[src/sv/spv_pkg.sv]
// ----------------------------------------------------------------------------
// spv_pkg
// Widths, codes and types shared by the space-time point voxelizer.
// ----------------------------------------------------------------------------
package spv_pkg;

    localparam int MODE_W     = 2;
    localparam int XY_W       = 10;
    localparam int T_W        = 16;
    localparam int SAMPLE_W   = 8;
    localparam int GRID_W     = 10;
    localparam int TC_W       = 15;
    localparam int DRIFT_W    = 16;
    localparam int SITE_W     = 32;
    localparam int KEY_W      = 30;
    localparam int CFG_IDX_W  = 3;
    localparam int CFG_DATA_W = 16;

    localparam int REL_W  = 18;
    localparam int BASE_W = 12;
    localparam int PROD_W = DRIFT_W + REL_W;
    localparam int FRAC   = 15;
    localparam int DX_W   = PROD_W - FRAC;
    localparam int POS_W  = 21;
    localparam int M_W    = 2 * GRID_W;

    localparam int QUEUE_DEPTH = 4;

    localparam int TIME_WINDOW_DEF = 100;
    localparam int X_CENTRE_DEF    = 60;
    localparam int Y_CENTRE_DEF    = 80;

    localparam logic [GRID_W-1:0] GRID_RESET = GRID_W'(126);

    localparam logic [MODE_W-1:0] MODE_PICTURE = 2'd0;
    localparam logic [MODE_W-1:0] MODE_POINT   = 2'd1;
    localparam logic [MODE_W-1:0] MODE_CLEAR   = 2'd2;

    localparam logic [CFG_IDX_W-1:0] CFG_GRID_SIZE   = 3'd0;
    localparam logic [CFG_IDX_W-1:0] CFG_X_SHIFT     = 3'd1;
    localparam logic [CFG_IDX_W-1:0] CFG_Y_SHIFT     = 3'd2;
    localparam logic [CFG_IDX_W-1:0] CFG_T_SHIFT     = 3'd3;
    localparam logic [CFG_IDX_W-1:0] CFG_TIME_CENTRE = 3'd4;
    localparam logic [CFG_IDX_W-1:0] CFG_X_DRIFT     = 3'd5;
    localparam logic [CFG_IDX_W-1:0] CFG_Y_DRIFT     = 3'd6;

    typedef enum logic [1:0] {
        OP_PICTURE,
        OP_POINT,
        OP_CLEAR
    } op_t;

    typedef struct packed {
        logic [GRID_W-1:0]  grid_size;
        logic [XY_W-1:0]    x_shift;
        logic [XY_W-1:0]    y_shift;
        logic [T_W-1:0]     t_shift;
        logic [TC_W-1:0]    time_centre;
        logic [DRIFT_W-1:0] x_drift;
        logic [DRIFT_W-1:0] y_drift;
    } cfg_t;

    typedef struct packed {
        op_t                 op;
        logic [GRID_W-1:0]   p0;
        logic [GRID_W-1:0]   p1;
        logic [GRID_W-1:0]   p2;
        logic [SAMPLE_W-1:0] feature;
    } q_entry_t;

    typedef struct packed {
        logic full;
        logic empty;
    } q_status_t;

endpackage

[src/sv/spv_front.sv]
// ----------------------------------------------------------------------------
// spv_front
// Accepts items, works out the sheared grid position of each point and
// classifies it; queues pictures, clears and in-grid, in-window points.
// ----------------------------------------------------------------------------
module spv_front #(
    parameter int TIME_WINDOW = spv_pkg::TIME_WINDOW_DEF,
    parameter int X_CENTRE    = spv_pkg::X_CENTRE_DEF,
    parameter int Y_CENTRE    = spv_pkg::Y_CENTRE_DEF
) (
    input  logic                          clk,
    input  logic                          rst_n,
    input  spv_pkg::cfg_t                 cfg,
    input  logic                          in_valid,
    output logic                          in_ready,
    input  logic [spv_pkg::MODE_W-1:0]    mode,
    input  logic [spv_pkg::XY_W-1:0]      pos_x,
    input  logic [spv_pkg::XY_W-1:0]      pos_y,
    input  logic [spv_pkg::T_W-1:0]       pos_t,
    input  logic [spv_pkg::SAMPLE_W-1:0]  sample,
    input  spv_pkg::q_status_t            q_stat,
    output logic                          q_push,
    output spv_pkg::q_entry_t             q_entry
);

    localparam logic signed [spv_pkg::BASE_W-1:0] XC = spv_pkg::BASE_W'(X_CENTRE);
    localparam logic signed [spv_pkg::BASE_W-1:0] YC = spv_pkg::BASE_W'(Y_CENTRE);
    localparam logic signed [spv_pkg::REL_W-1:0]  HW = spv_pkg::REL_W'(TIME_WINDOW / 2);
    localparam logic signed [spv_pkg::PROD_W-1:0] FRAC_MASK =
        spv_pkg::PROD_W'((2 ** spv_pkg::FRAC) - 1);

    // stage 1
    logic                                 s1_valid_reg, s1_valid_next;
    spv_pkg::op_t                         s1_op_reg, s1_op_next;
    logic signed [spv_pkg::REL_W-1:0]     s1_rel_reg, s1_rel_next;
    logic signed [spv_pkg::BASE_W-1:0]    s1_xb_reg, s1_xb_next;
    logic signed [spv_pkg::BASE_W-1:0]    s1_yb_reg, s1_yb_next;
    logic [spv_pkg::SAMPLE_W-1:0]         s1_sample_reg;
    // stage 2
    logic                                 s2_valid_reg;
    spv_pkg::op_t                         s2_op_reg;
    logic signed [spv_pkg::REL_W-1:0]     s2_rel_reg;
    logic signed [spv_pkg::BASE_W-1:0]    s2_xb_reg, s2_yb_reg;
    logic signed [spv_pkg::PROD_W-1:0]    s2_prodx_reg, s2_prodx_next;
    logic signed [spv_pkg::PROD_W-1:0]    s2_prody_reg, s2_prody_next;
    logic [spv_pkg::SAMPLE_W-1:0]         s2_sample_reg;

    logic s1_ready, s2_ready, s2_go, s2_keep;
    logic mode_known;

    logic signed [spv_pkg::PROD_W-1:0] sum_x, sum_y;
    logic signed [spv_pkg::DX_W-1:0]   dx, dy;
    logic signed [spv_pkg::POS_W-1:0]  half, size, p0, p1, p2;
    logic                              in_window;

    function automatic logic in_grid(
        input logic signed [spv_pkg::POS_W-1:0] p,
        input logic signed [spv_pkg::POS_W-1:0] s
    );
        return !p[spv_pkg::POS_W-1] && (p < s);
    endfunction

    // classify mode
    always_comb
    begin
        mode_known = 1'b1;
        s1_op_next = spv_pkg::OP_PICTURE;
        unique case (mode)
            spv_pkg::MODE_PICTURE: s1_op_next = spv_pkg::OP_PICTURE;
            spv_pkg::MODE_POINT:   s1_op_next = spv_pkg::OP_POINT;
            spv_pkg::MODE_CLEAR:   s1_op_next = spv_pkg::OP_CLEAR;
            default:               mode_known = 1'b0;
        endcase
    end

    assign s1_valid_next = in_valid && mode_known;
    assign s1_rel_next   = spv_pkg::REL_W'($signed({2'b00, pos_t}))
                         - spv_pkg::REL_W'($signed({3'b000, cfg.time_centre}))
                         + spv_pkg::REL_W'($signed(cfg.t_shift));
    assign s1_xb_next    = spv_pkg::BASE_W'($signed(pos_x)) - XC
                         + spv_pkg::BASE_W'($signed(cfg.x_shift));
    assign s1_yb_next    = spv_pkg::BASE_W'($signed(pos_y)) - YC
                         + spv_pkg::BASE_W'($signed(cfg.y_shift));

    assign s2_prodx_next = $signed(cfg.x_drift) * s1_rel_reg;
    assign s2_prody_next = $signed(cfg.y_drift) * s1_rel_reg;

    // truncate toward zero
    assign sum_x = s2_prodx_reg + (s2_prodx_reg[spv_pkg::PROD_W-1] ? FRAC_MASK : '0);
    assign sum_y = s2_prody_reg + (s2_prody_reg[spv_pkg::PROD_W-1] ? FRAC_MASK : '0);
    assign dx    = sum_x[spv_pkg::PROD_W-1:spv_pkg::FRAC];
    assign dy    = sum_y[spv_pkg::PROD_W-1:spv_pkg::FRAC];

    assign half = $signed(spv_pkg::POS_W'(cfg.grid_size >> 1));
    assign size = $signed(spv_pkg::POS_W'(cfg.grid_size));
    assign p0   = spv_pkg::POS_W'(s2_xb_reg) + spv_pkg::POS_W'(dx) + half;
    assign p1   = spv_pkg::POS_W'(s2_yb_reg) + spv_pkg::POS_W'(dy) + half;
    assign p2   = spv_pkg::POS_W'(s2_rel_reg) + half;

    assign in_window = (s2_rel_reg < HW) && (s2_rel_reg > -HW);

    assign s2_keep = (s2_op_reg != spv_pkg::OP_POINT)
                   || (in_grid(p0, size) && in_grid(p1, size) && in_grid(p2, size)
                       && in_window);

    assign q_push   = s2_valid_reg && s2_keep && !q_stat.full;
    assign s2_go    = s2_valid_reg && (!s2_keep || !q_stat.full);
    assign s2_ready = !s2_valid_reg || s2_go;
    assign s1_ready = !s1_valid_reg || s2_ready;
    assign in_ready = s1_ready;

    assign q_entry.op      = s2_op_reg;
    assign q_entry.p0      = p0[spv_pkg::GRID_W-1:0];
    assign q_entry.p1      = p1[spv_pkg::GRID_W-1:0];
    assign q_entry.p2      = p2[spv_pkg::GRID_W-1:0];
    assign q_entry.feature = s2_sample_reg;

    always_ff @(posedge clk or negedge rst_n)
    begin
        if (!rst_n)
        begin
            s1_valid_reg <= 1'b0;
            s2_valid_reg <= 1'b0;
        end
        else
        begin
            if (s1_ready)
            begin
                s1_valid_reg <= s1_valid_next;
            end
            if (s2_ready)
            begin
                s2_valid_reg <= s1_valid_reg;
            end
        end
    end

    always_ff @(posedge clk)
    begin
        if (s1_ready)
        begin
            s1_op_reg     <= s1_op_next;
            s1_rel_reg    <= s1_rel_next;
            s1_xb_reg     <= s1_xb_next;
            s1_yb_reg     <= s1_yb_next;
            s1_sample_reg <= sample;
        end
        if (s2_ready)
        begin
            s2_op_reg     <= s1_op_reg;
            s2_rel_reg    <= s1_rel_reg;
            s2_xb_reg     <= s1_xb_reg;
            s2_yb_reg     <= s1_yb_reg;
            s2_prodx_reg  <= s2_prodx_next;
            s2_prody_reg  <= s2_prody_next;
            s2_sample_reg <= s1_sample_reg;
        end
    end

endmodule

[src/sv/spv_queue.sv]
// ----------------------------------------------------------------------------
// spv_queue
// Short first-in first-out queue of classified items between front and back.
// ----------------------------------------------------------------------------
module spv_queue (
    input  logic               clk,
    input  logic               rst_n,
    input  logic               push,
    input  spv_pkg::q_entry_t  push_entry,
    input  logic               pop,
    output spv_pkg::q_entry_t  pop_entry,
    output spv_pkg::q_status_t status
);

    localparam int DEPTH = spv_pkg::QUEUE_DEPTH;
    localparam int AW    = $clog2(DEPTH);
    localparam int CW    = $clog2(DEPTH + 1);

    spv_pkg::q_entry_t slot_reg [DEPTH];
    logic [AW-1:0] wr_ptr_reg, wr_ptr_next;
    logic [AW-1:0] rd_ptr_reg, rd_ptr_next;
    logic [CW-1:0] count_reg, count_next;

    assign wr_ptr_next = (wr_ptr_reg == AW'(DEPTH - 1)) ? '0 : wr_ptr_reg + 1'b1;
    assign rd_ptr_next = (rd_ptr_reg == AW'(DEPTH - 1)) ? '0 : rd_ptr_reg + 1'b1;

    always_comb
    begin
        count_next = count_reg;
        if (push && !pop)
        begin
            count_next = count_reg + 1'b1;
        end
        else if (pop && !push)
        begin
            count_next = count_reg - 1'b1;
        end
    end

    assign status.full  = (count_reg == CW'(DEPTH));
    assign status.empty = (count_reg == '0);
    assign pop_entry    = slot_reg[rd_ptr_reg];

    always_ff @(posedge clk or negedge rst_n)
    begin
        if (!rst_n)
        begin
            wr_ptr_reg <= '0;
            rd_ptr_reg <= '0;
            count_reg  <= '0;
        end
        else
        begin
            if (push)
            begin
                wr_ptr_reg <= wr_ptr_next;
            end
            if (pop)
            begin
                rd_ptr_reg <= rd_ptr_next;
            end
            count_reg <= count_next;
        end
    end

    always_ff @(posedge clk)
    begin
        if (push)
        begin
            slot_reg[wr_ptr_reg] <= push_entry;
        end
    end

endmodule

[src/sv/spv_back.sv]
// ----------------------------------------------------------------------------
// spv_back
// Pops queued items, builds the cell key, numbers the sites and holds the
// result in the output register.
// ----------------------------------------------------------------------------
module spv_back (
    input  logic                          clk,
    input  logic                          rst_n,
    input  logic [spv_pkg::GRID_W-1:0]    grid_size,
    input  spv_pkg::q_status_t            q_stat,
    input  spv_pkg::q_entry_t             q_entry,
    output logic                          q_pop,
    output logic                          out_valid,
    input  logic                          out_ready,
    output logic                          kind,
    output logic [spv_pkg::SITE_W-1:0]    site_number,
    output logic [spv_pkg::KEY_W-1:0]     grid_key,
    output logic [spv_pkg::SAMPLE_W-1:0]  feature
);

    logic                            b1_valid_reg;
    spv_pkg::q_entry_t               b1_entry_reg;
    logic [spv_pkg::M_W-1:0]         b1_m_reg, b1_m_next;

    logic                            out_valid_reg, out_valid_next;
    logic                            kind_reg, kind_next;
    logic [spv_pkg::SITE_W-1:0]      site_reg, site_next;
    logic [spv_pkg::KEY_W-1:0]       key_reg, key_next;
    logic [spv_pkg::SAMPLE_W-1:0]    feature_reg, feature_next;
    logic [spv_pkg::SITE_W-1:0]      site_count_reg, site_count_next;

    logic b1_ready, b1_go, out_load, is_clear, is_point;

    assign is_clear = (b1_entry_reg.op == spv_pkg::OP_CLEAR);
    assign is_point = (b1_entry_reg.op == spv_pkg::OP_POINT);

    assign b1_go    = b1_valid_reg && (is_clear || !out_valid_reg || out_ready);
    assign b1_ready = !b1_valid_reg || b1_go;
    assign q_pop    = b1_ready && !q_stat.empty;
    assign out_load = b1_go && !is_clear;

    assign b1_m_next = spv_pkg::M_W'(q_entry.p0) * spv_pkg::M_W'(grid_size)
                     + spv_pkg::M_W'(q_entry.p1);

    always_comb
    begin
        kind_next       = is_point;
        site_next       = site_count_reg;
        key_next        = '0;
        feature_next    = '0;
        site_count_next = site_count_reg;
        if (is_point)
        begin
            key_next     = spv_pkg::KEY_W'(b1_m_reg) * spv_pkg::KEY_W'(grid_size)
                         + spv_pkg::KEY_W'(b1_entry_reg.p2);
            feature_next = b1_entry_reg.feature;
        end
        if (b1_go)
        begin
            site_count_next = is_clear ? '0 : site_count_reg + 1'b1;
        end
    end

    always_comb
    begin
        out_valid_next = out_valid_reg;
        if (out_load)
        begin
            out_valid_next = 1'b1;
        end
        else if (out_ready)
        begin
            out_valid_next = 1'b0;
        end
    end

    always_ff @(posedge clk or negedge rst_n)
    begin
        if (!rst_n)
        begin
            b1_valid_reg   <= 1'b0;
            out_valid_reg  <= 1'b0;
            site_count_reg <= '0;
        end
        else
        begin
            if (b1_ready)
            begin
                b1_valid_reg <= !q_stat.empty;
            end
            out_valid_reg  <= out_valid_next;
            site_count_reg <= site_count_next;
        end
    end

    always_ff @(posedge clk)
    begin
        if (q_pop)
        begin
            b1_entry_reg <= q_entry;
            b1_m_reg     <= b1_m_next;
        end
        if (out_load)
        begin
            kind_reg    <= kind_next;
            site_reg    <= site_next;
            key_reg     <= key_next;
            feature_reg <= feature_next;
        end
    end

    assign out_valid   = out_valid_reg;
    assign kind        = kind_reg;
    assign site_number = site_reg;
    assign grid_key    = key_reg;
    assign feature     = feature_reg;

endmodule

[src/sv/spacetime_point_voxelizer.sv]
// ----------------------------------------------------------------------------
// spacetime_point_voxelizer
// Places space-time points into a cubic sparse grid and numbers the sites.
// The block takes one item per cycle at its sustained rate while the output
// is not stalled. Two front stages come first: relative time and offsets,
// then the two velocity multiplies, with truncation and range checks ahead
// of the queue write. Each kept item then passes through the four-item queue.
// Two back stages follow: the key multiply-add and the output register
// holding the numbered site. The front and the back stall apart, so a
// waiting result holds back the input only once the queue is full. Rejected
// points and unused mode codes are dropped in the front. The configuration
// port takes a register index and 16 data bits, with cfg_ready always high;
// write it only while no item is in flight.
// ----------------------------------------------------------------------------
module spacetime_point_voxelizer #(
    parameter int TIME_WINDOW = spv_pkg::TIME_WINDOW_DEF,
    parameter int X_CENTRE    = spv_pkg::X_CENTRE_DEF,
    parameter int Y_CENTRE    = spv_pkg::Y_CENTRE_DEF
) (
    input  logic                            clk,
    input  logic                            rst_n,
    input  logic                            cfg_valid,
    output logic                            cfg_ready,
    input  logic [spv_pkg::CFG_IDX_W-1:0]   cfg_index,
    input  logic [spv_pkg::CFG_DATA_W-1:0]  cfg_data,
    input  logic                            in_valid,
    output logic                            in_ready,
    input  logic [spv_pkg::MODE_W-1:0]      mode,
    input  logic [spv_pkg::XY_W-1:0]        pos_x,
    input  logic [spv_pkg::XY_W-1:0]        pos_y,
    input  logic [spv_pkg::T_W-1:0]         pos_t,
    input  logic [spv_pkg::SAMPLE_W-1:0]    sample,
    output logic                            out_valid,
    input  logic                            out_ready,
    output logic                            kind,
    output logic [spv_pkg::SITE_W-1:0]      site_number,
    output logic [spv_pkg::KEY_W-1:0]       grid_key,
    output logic [spv_pkg::SAMPLE_W-1:0]    feature
);

    spv_pkg::cfg_t      cfg_reg, cfg_next;
    spv_pkg::q_status_t q_stat;
    spv_pkg::q_entry_t  q_push_entry, q_pop_entry;
    logic               q_push, q_pop;

    assign cfg_ready = 1'b1;

    always_comb
    begin
        cfg_next = cfg_reg;
        if (cfg_valid)
        begin
            unique case (cfg_index)
                spv_pkg::CFG_GRID_SIZE:   cfg_next.grid_size   = cfg_data[spv_pkg::GRID_W-1:0];
                spv_pkg::CFG_X_SHIFT:     cfg_next.x_shift     = cfg_data[spv_pkg::XY_W-1:0];
                spv_pkg::CFG_Y_SHIFT:     cfg_next.y_shift     = cfg_data[spv_pkg::XY_W-1:0];
                spv_pkg::CFG_T_SHIFT:     cfg_next.t_shift     = cfg_data[spv_pkg::T_W-1:0];
                spv_pkg::CFG_TIME_CENTRE: cfg_next.time_centre = cfg_data[spv_pkg::TC_W-1:0];
                spv_pkg::CFG_X_DRIFT:     cfg_next.x_drift     = cfg_data[spv_pkg::DRIFT_W-1:0];
                spv_pkg::CFG_Y_DRIFT:     cfg_next.y_drift     = cfg_data[spv_pkg::DRIFT_W-1:0];
                default:                  cfg_next = cfg_reg;
            endcase
        end
    end

    always_ff @(posedge clk or negedge rst_n)
    begin
        if (!rst_n)
        begin
            cfg_reg <= '{grid_size: spv_pkg::GRID_RESET, default: '0};
        end
        else
        begin
            cfg_reg <= cfg_next;
        end
    end

    spv_front #(
        .TIME_WINDOW (TIME_WINDOW),
        .X_CENTRE    (X_CENTRE),
        .Y_CENTRE    (Y_CENTRE)
    ) u_front (
        .clk      (clk),
        .rst_n    (rst_n),
        .cfg      (cfg_reg),
        .in_valid (in_valid),
        .in_ready (in_ready),
        .mode     (mode),
        .pos_x    (pos_x),
        .pos_y    (pos_y),
        .pos_t    (pos_t),
        .sample   (sample),
        .q_stat   (q_stat),
        .q_push   (q_push),
        .q_entry  (q_push_entry)
    );

    spv_queue u_queue (
        .clk        (clk),
        .rst_n      (rst_n),
        .push       (q_push),
        .push_entry (q_push_entry),
        .pop        (q_pop),
        .pop_entry  (q_pop_entry),
        .status     (q_stat)
    );

    spv_back u_back (
        .clk         (clk),
        .rst_n       (rst_n),
        .grid_size   (cfg_reg.grid_size),
        .q_stat      (q_stat),
        .q_entry     (q_pop_entry),
        .q_pop       (q_pop),
        .out_valid   (out_valid),
        .out_ready   (out_ready),
        .kind        (kind),
        .site_number (site_number),
        .grid_key    (grid_key),
        .feature     (feature)
    );

    a_push_not_full: assert property (@(posedge clk) disable iff (!rst_n)
        q_push |-> !q_stat.full)
        else $error("item pushed into a full queue");

    a_pop_not_empty: assert property (@(posedge clk) disable iff (!rst_n)
        q_pop |-> !q_stat.empty)
        else $error("item popped from an empty queue");

    a_background_zero: assert property (@(posedge clk) disable iff (!rst_n)
        (out_valid && !kind) |-> (grid_key == '0 && feature == '0))
        else $error("background site carries a key or feature");

endmodule

[config.mk]
export PLATFORM = sky130hd
export DESIGN_NAME = spacetime_point_voxelizer
export DESIGN_NICKNAME = d
export VERILOG_FILES = /design/src/sv/spv_pkg.sv /design/src/sv/spv_front.sv /design/src/sv/spv_queue.sv /design/src/sv/spv_back.sv /design/src/sv/spacetime_point_voxelizer.sv
export SDC_FILE = /design/constraint.sdc
export NUM_CORES = 2
export LEC_CHECK = 0
export ABC_AREA = 0
export ABC_CLOCK_PERIOD_IN_PS = 28100
export BUFFER_PORTS_ARGS = -buffer_cell sky130_fd_sc_hd__buf_4
export CAP_MARGIN = 0
export CORE_ASPECT_RATIO = 1.25
export CORE_MARGIN = 2
export CORE_UTILIZATION = 40
export CTS_BUF_LIST = sky130_fd_sc_hd__clkbuf_16
export CTS_CLUSTER_DIAMETER = 100
export DETAILED_ROUTE_END_ITERATION = 10
export PLACE_DENSITY = 0.66
export RECOVER_POWER = 100
export REMOVE_ABC_BUFFERS = 1
export SETUP_SLACK_MARGIN = 0.02
export SYNTH_ARGS = -nofsm -noshare
export SYNTH_HDL_FRONTEND = slang
export SYNTH_SLANG_ARGS = --single-unit
export TNS_END_PERCENT = 30
[constraint.sdc]
create_clock -name clk -period 28.1 [get_ports clk]
set_clock_uncertainty 0.2 [all_clocks]
set_input_delay 5.62 -clock clk [delete_from_list [all_inputs] [get_ports clk]]
set_output_delay 5.62 -clock clk [all_outputs]
set_load 0.02 [all_outputs]
# Word level (Yosys, flattened, before mapping)
# Memories as Yosys holds them, arrays and structs flattened.
# Index checks and enable logic that the tools add are counted.
# totals
regBits	419
n_memories	1
ram_bits	160
out_inout_bits	74
# mem_list
name	depth	width	read_ports	rd_ports_with_merged_regs	write_ports	line_no	source
u_queue.slot_reg	4	40	1	0	1	spv_queue.sv:19	spv_pkg::q_entry_t slot_reg [DEPTH];
# classes
n_eq_ne	14
n_addsub	20
reduce_logical	49
n_mul	4
order_cmp	5
muxes	13
# ops
cell	count
adder 34 x 15 -> 34 bit	2
multiplier 16 x 18 -> 34 bit	2
< comparator 21 x 11 -> 1 bit	3
adder 21 x 10 -> 21 bit	2
adder 12 x 19 -> 20 bit	2
adder 32 x 1 -> 32 bit (second input constant)	1
two-way mux 32 bit	1
adder 30 x 10 -> 30 bit	1
multiplier 20 x 10 -> 30 bit	1
two-way mux 15 bit	2
adder 11 x 10 -> 12 bit	2
adder 20 x 10 -> 20 bit	1
multiplier 10 x 10 -> 20 bit	1
adder 18 x 10 -> 19 bit	1
adder 17 x 16 -> 18 bit	1
greater-than comparator 18 x 7 -> 1 bit (second input constant)	1
< comparator 18 x 7 -> 1 bit (second input constant)	1
subtractor 16 x 15 -> 17 bit	1
logical AND 1 bit	16
AND reduction 2 bit	7
zero test 1 bit	13
== test 3 bit (second input constant)	4
subtractor 10 x 7 -> 11 bit (second input constant)	1
subtractor 10 x 8 -> 11 bit (second input constant)	1
other kinds (17)	37

# Depth between registers and ports, before layout
# depth
ltp_word	16
ltp_mapped	41

# By module
# A second synthesis with hierarchy kept.
# unflattened
hier_cells	5664
hier_area_um2	60312.8
# modules_own_cells
mod	area_each_um2	cells_per_inst	n_inst	seq_area_each_um2
spv_front	34650.7	3599	1	5215.0
spv_back	15822.7	1614	1	4184.0
spv_queue	6239.7	247	1	4979.8
spacetime_point_voxelizer	3599.7	204	1	2334.7

# Worst setup path after synthesis
# OpenSTA, ideal clock, no wires.
# synth_timing
path_kind	register -> output
startpoint	register u_front.s2_prodx_reg[33] in the netlist's numbering
endpoint	output port in_ready
stages_incl_launch_ff	33
n_path_buf	0
arrival_time_ns	8.390
slack_ns	13.890
cell_sequence	edfxtp_1 > ha_1 > a31o_2 > a21o_1 > a21o_1 > a21o_1 > a2111oi_0 > nor4_1 > a211o_1 > xor2_1 > ha_1 > a211oi_1 > o21bai_1 > a21oi_1 > nor2b_1 > o21ai_0 > nor2b_1 > xnor2_1 > ha_1 > or3_1 > o31a_1 > xor2_1 > ha_1 > or4b_2 > a21oi_1 > nand4_1 > a211o_1 > nor4_1 > and4b_1 > o2111ai_1 > nand4b_1 > o41a_1 > or3_1
# synth_lines
item	line_no	source
start: declaration	spv_front.sv:44	logic signed [spv_pkg::PROD_W-1:0] s2_prodx_reg, s2_prodx_next;
start signal: assignment	spv_front.sv:154	s2_prodx_reg <= s2_prodx_next;
end: declaration	spacetime_point_voxelizer.sv:27	output logic in_ready,

==> results.json <==
{
  "setup_violations": 0,
  "viasPerCell": 5.21,
  "dieArea_sq_um": 152000,
  "nFillCells": 14000,
  "drv_cap": 33,
  "final_nets": 7052,
  "ys_ff_latch": 579,
  "r2r_end": "u_front.s2_sample_reg[0]$_DFFE_PP_",
  "grt_max_degree": 87,
  "synth_top_cell_area_share": 0.274,
  "crit_start": "u_front.s2_prodx_reg[33]$_DFFE_PP_",
  "worst_pin_slew_ns": 4.53,
  "worstPathRequired_ns": 22.28,
  "hold_violations": 0,
  "hold_buffers": 0,
  "dp.cells": 7508,
  "grtUsageTotal": 0.190,
  "cts.clk_slew.worst_paths_ns": 0.06,
  "ys_top_cells_by_count": "inv_1, fa_1, nand2_1",
  "firstDrtPassIters": 5,
  "synth_most_common_cell": "inv_1",
  "ys.flop_type": "edfxtp_1",
  "yosys_warnings": 0,
  "syn_to_final_growth_pct": 8.32,
  "vias": 39800,
  "async_flop_share": 0.235,
  "die_w_microns": 349,
  "cts_resized": 0,
  "avgRoutedWirePerCell_microns": 18.5,
  "placementRows": 158,
  "fmax_mhz": 62.9,
  "post-route-period-util": 0.566,
  "io_buffers": 142,
  "grt_pass1_wl_microns": 228000,
  "fp.dieH_microns": 435,
  "place.gp.congestion": 0.869,
  "final_antenna_net_count": 0,
  "final_cell_count_no_fill": 7639,
  "crit_top_cell": "ha_1",
  "ios": 144,
  "cts_buffers": 70,
  "largest_register_ffs": 160,
  "worst_ep_arrival_time_ns": 10.09,
  "drive_above_1_share": 0.0562,
  "initial_core_util": 0.402,
  "endpoint": "in_ready",
  "ys_seq_area_frac": 0.281,
  "rsz0062_at_grt": "false",
  "max_stage_delay_ns": 0.69,
  "ctsRootBufferMaster": "clkbuf_16",
  "reg2regPathDepth": 29,
  "cp-end-kind": "output port",
  "syn_inst": 5601,
  "maxSlewViolCount": 1297,
  "first_iter_violations": 2117,
  "ys_types": 92,
  "antenna_found_initial": 4,
  "core-area_sq_um": 148000,
  "r2r_setup_slack_ns": 14.99,
  "synth_top_area_cell": "fa_1",
  "status": "finished, violations left",
  "synth_enable_flop_cells": 443,
  "clock_latency_ns": 0.69,
  "synth_area_sq_um": 59400,
  "crit_type": "flip-flop to output port",
  "worstPathMaxFanout": 16,
  "clockBufferDepth": 3,
  "cts.sink_count": 579,
  "setup_tns_ns": 0,
  "cp-start-kind": "flip-flop",
  "postCtsSetupBuffers": 0,
  "reg2reg_from": "u_front.s2_prodx_reg[33]$_DFFE_PP_",
  "syn_area_per_cell_sq_um": 10.6,
  "violations": "max-capacitance violations, max-slew violations",
  "drc": 0,
  "synth.area.top_cells": "fa_1, edfxtp_1, ha_1, inv_1, dfrtp_1",
  "grt_overflow": 0,
  "cts-htree-levels": 3,
  "slew_headroom": -2.02,
  "wirelength_microns": 141000,
  "cts_tree": "yes",
  "dp_hpwl_microns": 106000,
  "hp-class": "flip-flop to flip-flop",
  "critPathSlowestCell": "edfxtp_1",
  "grt_pass1_vias": 42700,
  "fin_crit_ns": 15.91
}
[metal layers]
metal / GRT usage / vias to the layer above / part of all wire
li1: - / 18200 / -
met1: 0.224 / 20200 / 0.39
met2: 0.347 / 1035 / 0.52
met3: 0.0293 / 297 / 0.052
met4: 0.0725 / 0 / 0.037
met5: 0 / - / 0
[worst min-delay path by stage]
stage | start | to | slack, ns | cells past startpoint
after global placement | u_front.s1_xb_reg[7]$_DFFE_PP_ | u_front.s2_xb_reg[7]$_DFFE_PP_ | 0.20 | 0
after detailed placement | u_front.s1_xb_reg[0]$_DFFE_PP_ | u_front.s2_xb_reg[0]$_DFFE_PP_ | 0.20 | 0
after CTS | u_front.s1_xb_reg[11]$_DFFE_PP_ | u_front.s2_xb_reg[11]$_DFFE_PP_ | 0.22 | 0
final | u_front.s1_xb_reg[11]$_DFFE_PP_ | u_front.s2_xb_reg[11]$_DFFE_PP_ | 0.22 | 0
after global routing | u_front.s1_xb_reg[6]$_DFFE_PP_ | u_front.s2_xb_reg[6]$_DFFE_PP_ | 0.22 | 0
after floorplan | u_front.s1_op_reg[0]$_DFFE_PP_ | u_front.s2_op_reg[0]$_DFFE_PP_ | 0.20 | 0
[cell usage in the layout, fill, tap and decap left out, types with 30 or more instances in the layout]
master | netlist | layout
xor2_1 | 74 | 74
a21o_1 | 84 | 84
and3_1 | 30 | 30
o21ai_0 | 165 | 165
xnor2_1 | 169 | 169
clkbuf_16 | 0 | 71
nand3_1 | 51 | 51
edfxtp_1 | 443 | 443
mux4_2 | 40 | 40
ha_1 | 508 | 508
nor2_1 | 148 | 148
a21oi_1 | 159 | 158
inv_1 | 980 | 990
o21bai_1 | 42 | 42
buf_4 | 3 | 55
mux2_2 | 66 | 66
and2_1 | 377 | 357
nand2b_1 | 68 | 68
dfrtp_1 | 130 | 130
fa_1 | 814 | 814
nor3_1 | 36 | 36
nand2_1 | 651 | 651
nand4_1 | 31 | 31
clkbuf_1 | 176 | 117
[worst max-delay path: cells and delay by family (launching register included)]
| family | cells | cell delay, ns |
|---|---|---|
| flops | 1 | 0.69 |
| fa+ha+maj | 4 | 1.18 |
| buf+inv | 1 | 0.23 |
| simple gates | 10 | 2.54 |
| compound gates | 17 | 4.09 |
| xor+xnor | 3 | 0.67 |
[final cells by class]
class | count | area [sq um] | area share
tap | 1920 | 2400 | 0.0373
antenna | 3 | 7.51 | 0.000117
clock buffer | 71 | 1780 | 0.0276
clock inverter | 57 | 553 | 0.00859
timing repair buffer | 185 | 950 | 0.0148
sequential | 579 | 16700 | 0.260
multi-input combinational | 3844 | 38300 | 0.595
inverter | 980 | 3680 | 0.0572
[stage by stage]
step | utilization | area [sq um] | hold WS, ns | worst slack (ns)
after global routing | 0.435 | 64300 | 0.224 | 11.60
after floorplan | - | 58700 | 0.200 | 13.89
after CTS | 0.438 | 64800 | 0.219 | 12.20
after detailed placement | 0.423 | 62500 | 0.205 | 12.99
after global placement | 0.423 | 62500 | 0.202 | 13.14
final | 0.435 | 64300 | 0.218 | 12.19
[kinds of logic after synthesis]
kind of cell | count (synthesis) | synth area share
AND/OR/NAND/NOR | 1499 | 0.125
adder cells (fa/ha/maj) | 1322 | 0.381
buffers and inverters | 1178 | 0.0746
AO/OA/AOI/OAI | 664 | 0.0727
flip-flops | 579 | 0.281
XOR/XNOR | 244 | 0.0361
multiplexers | 114 | 0.0290
other | 1 | 0.0000631
Power is not shown: default switching activity piles up to over one toggle a cycle in this logic, so the estimate is an artifact.
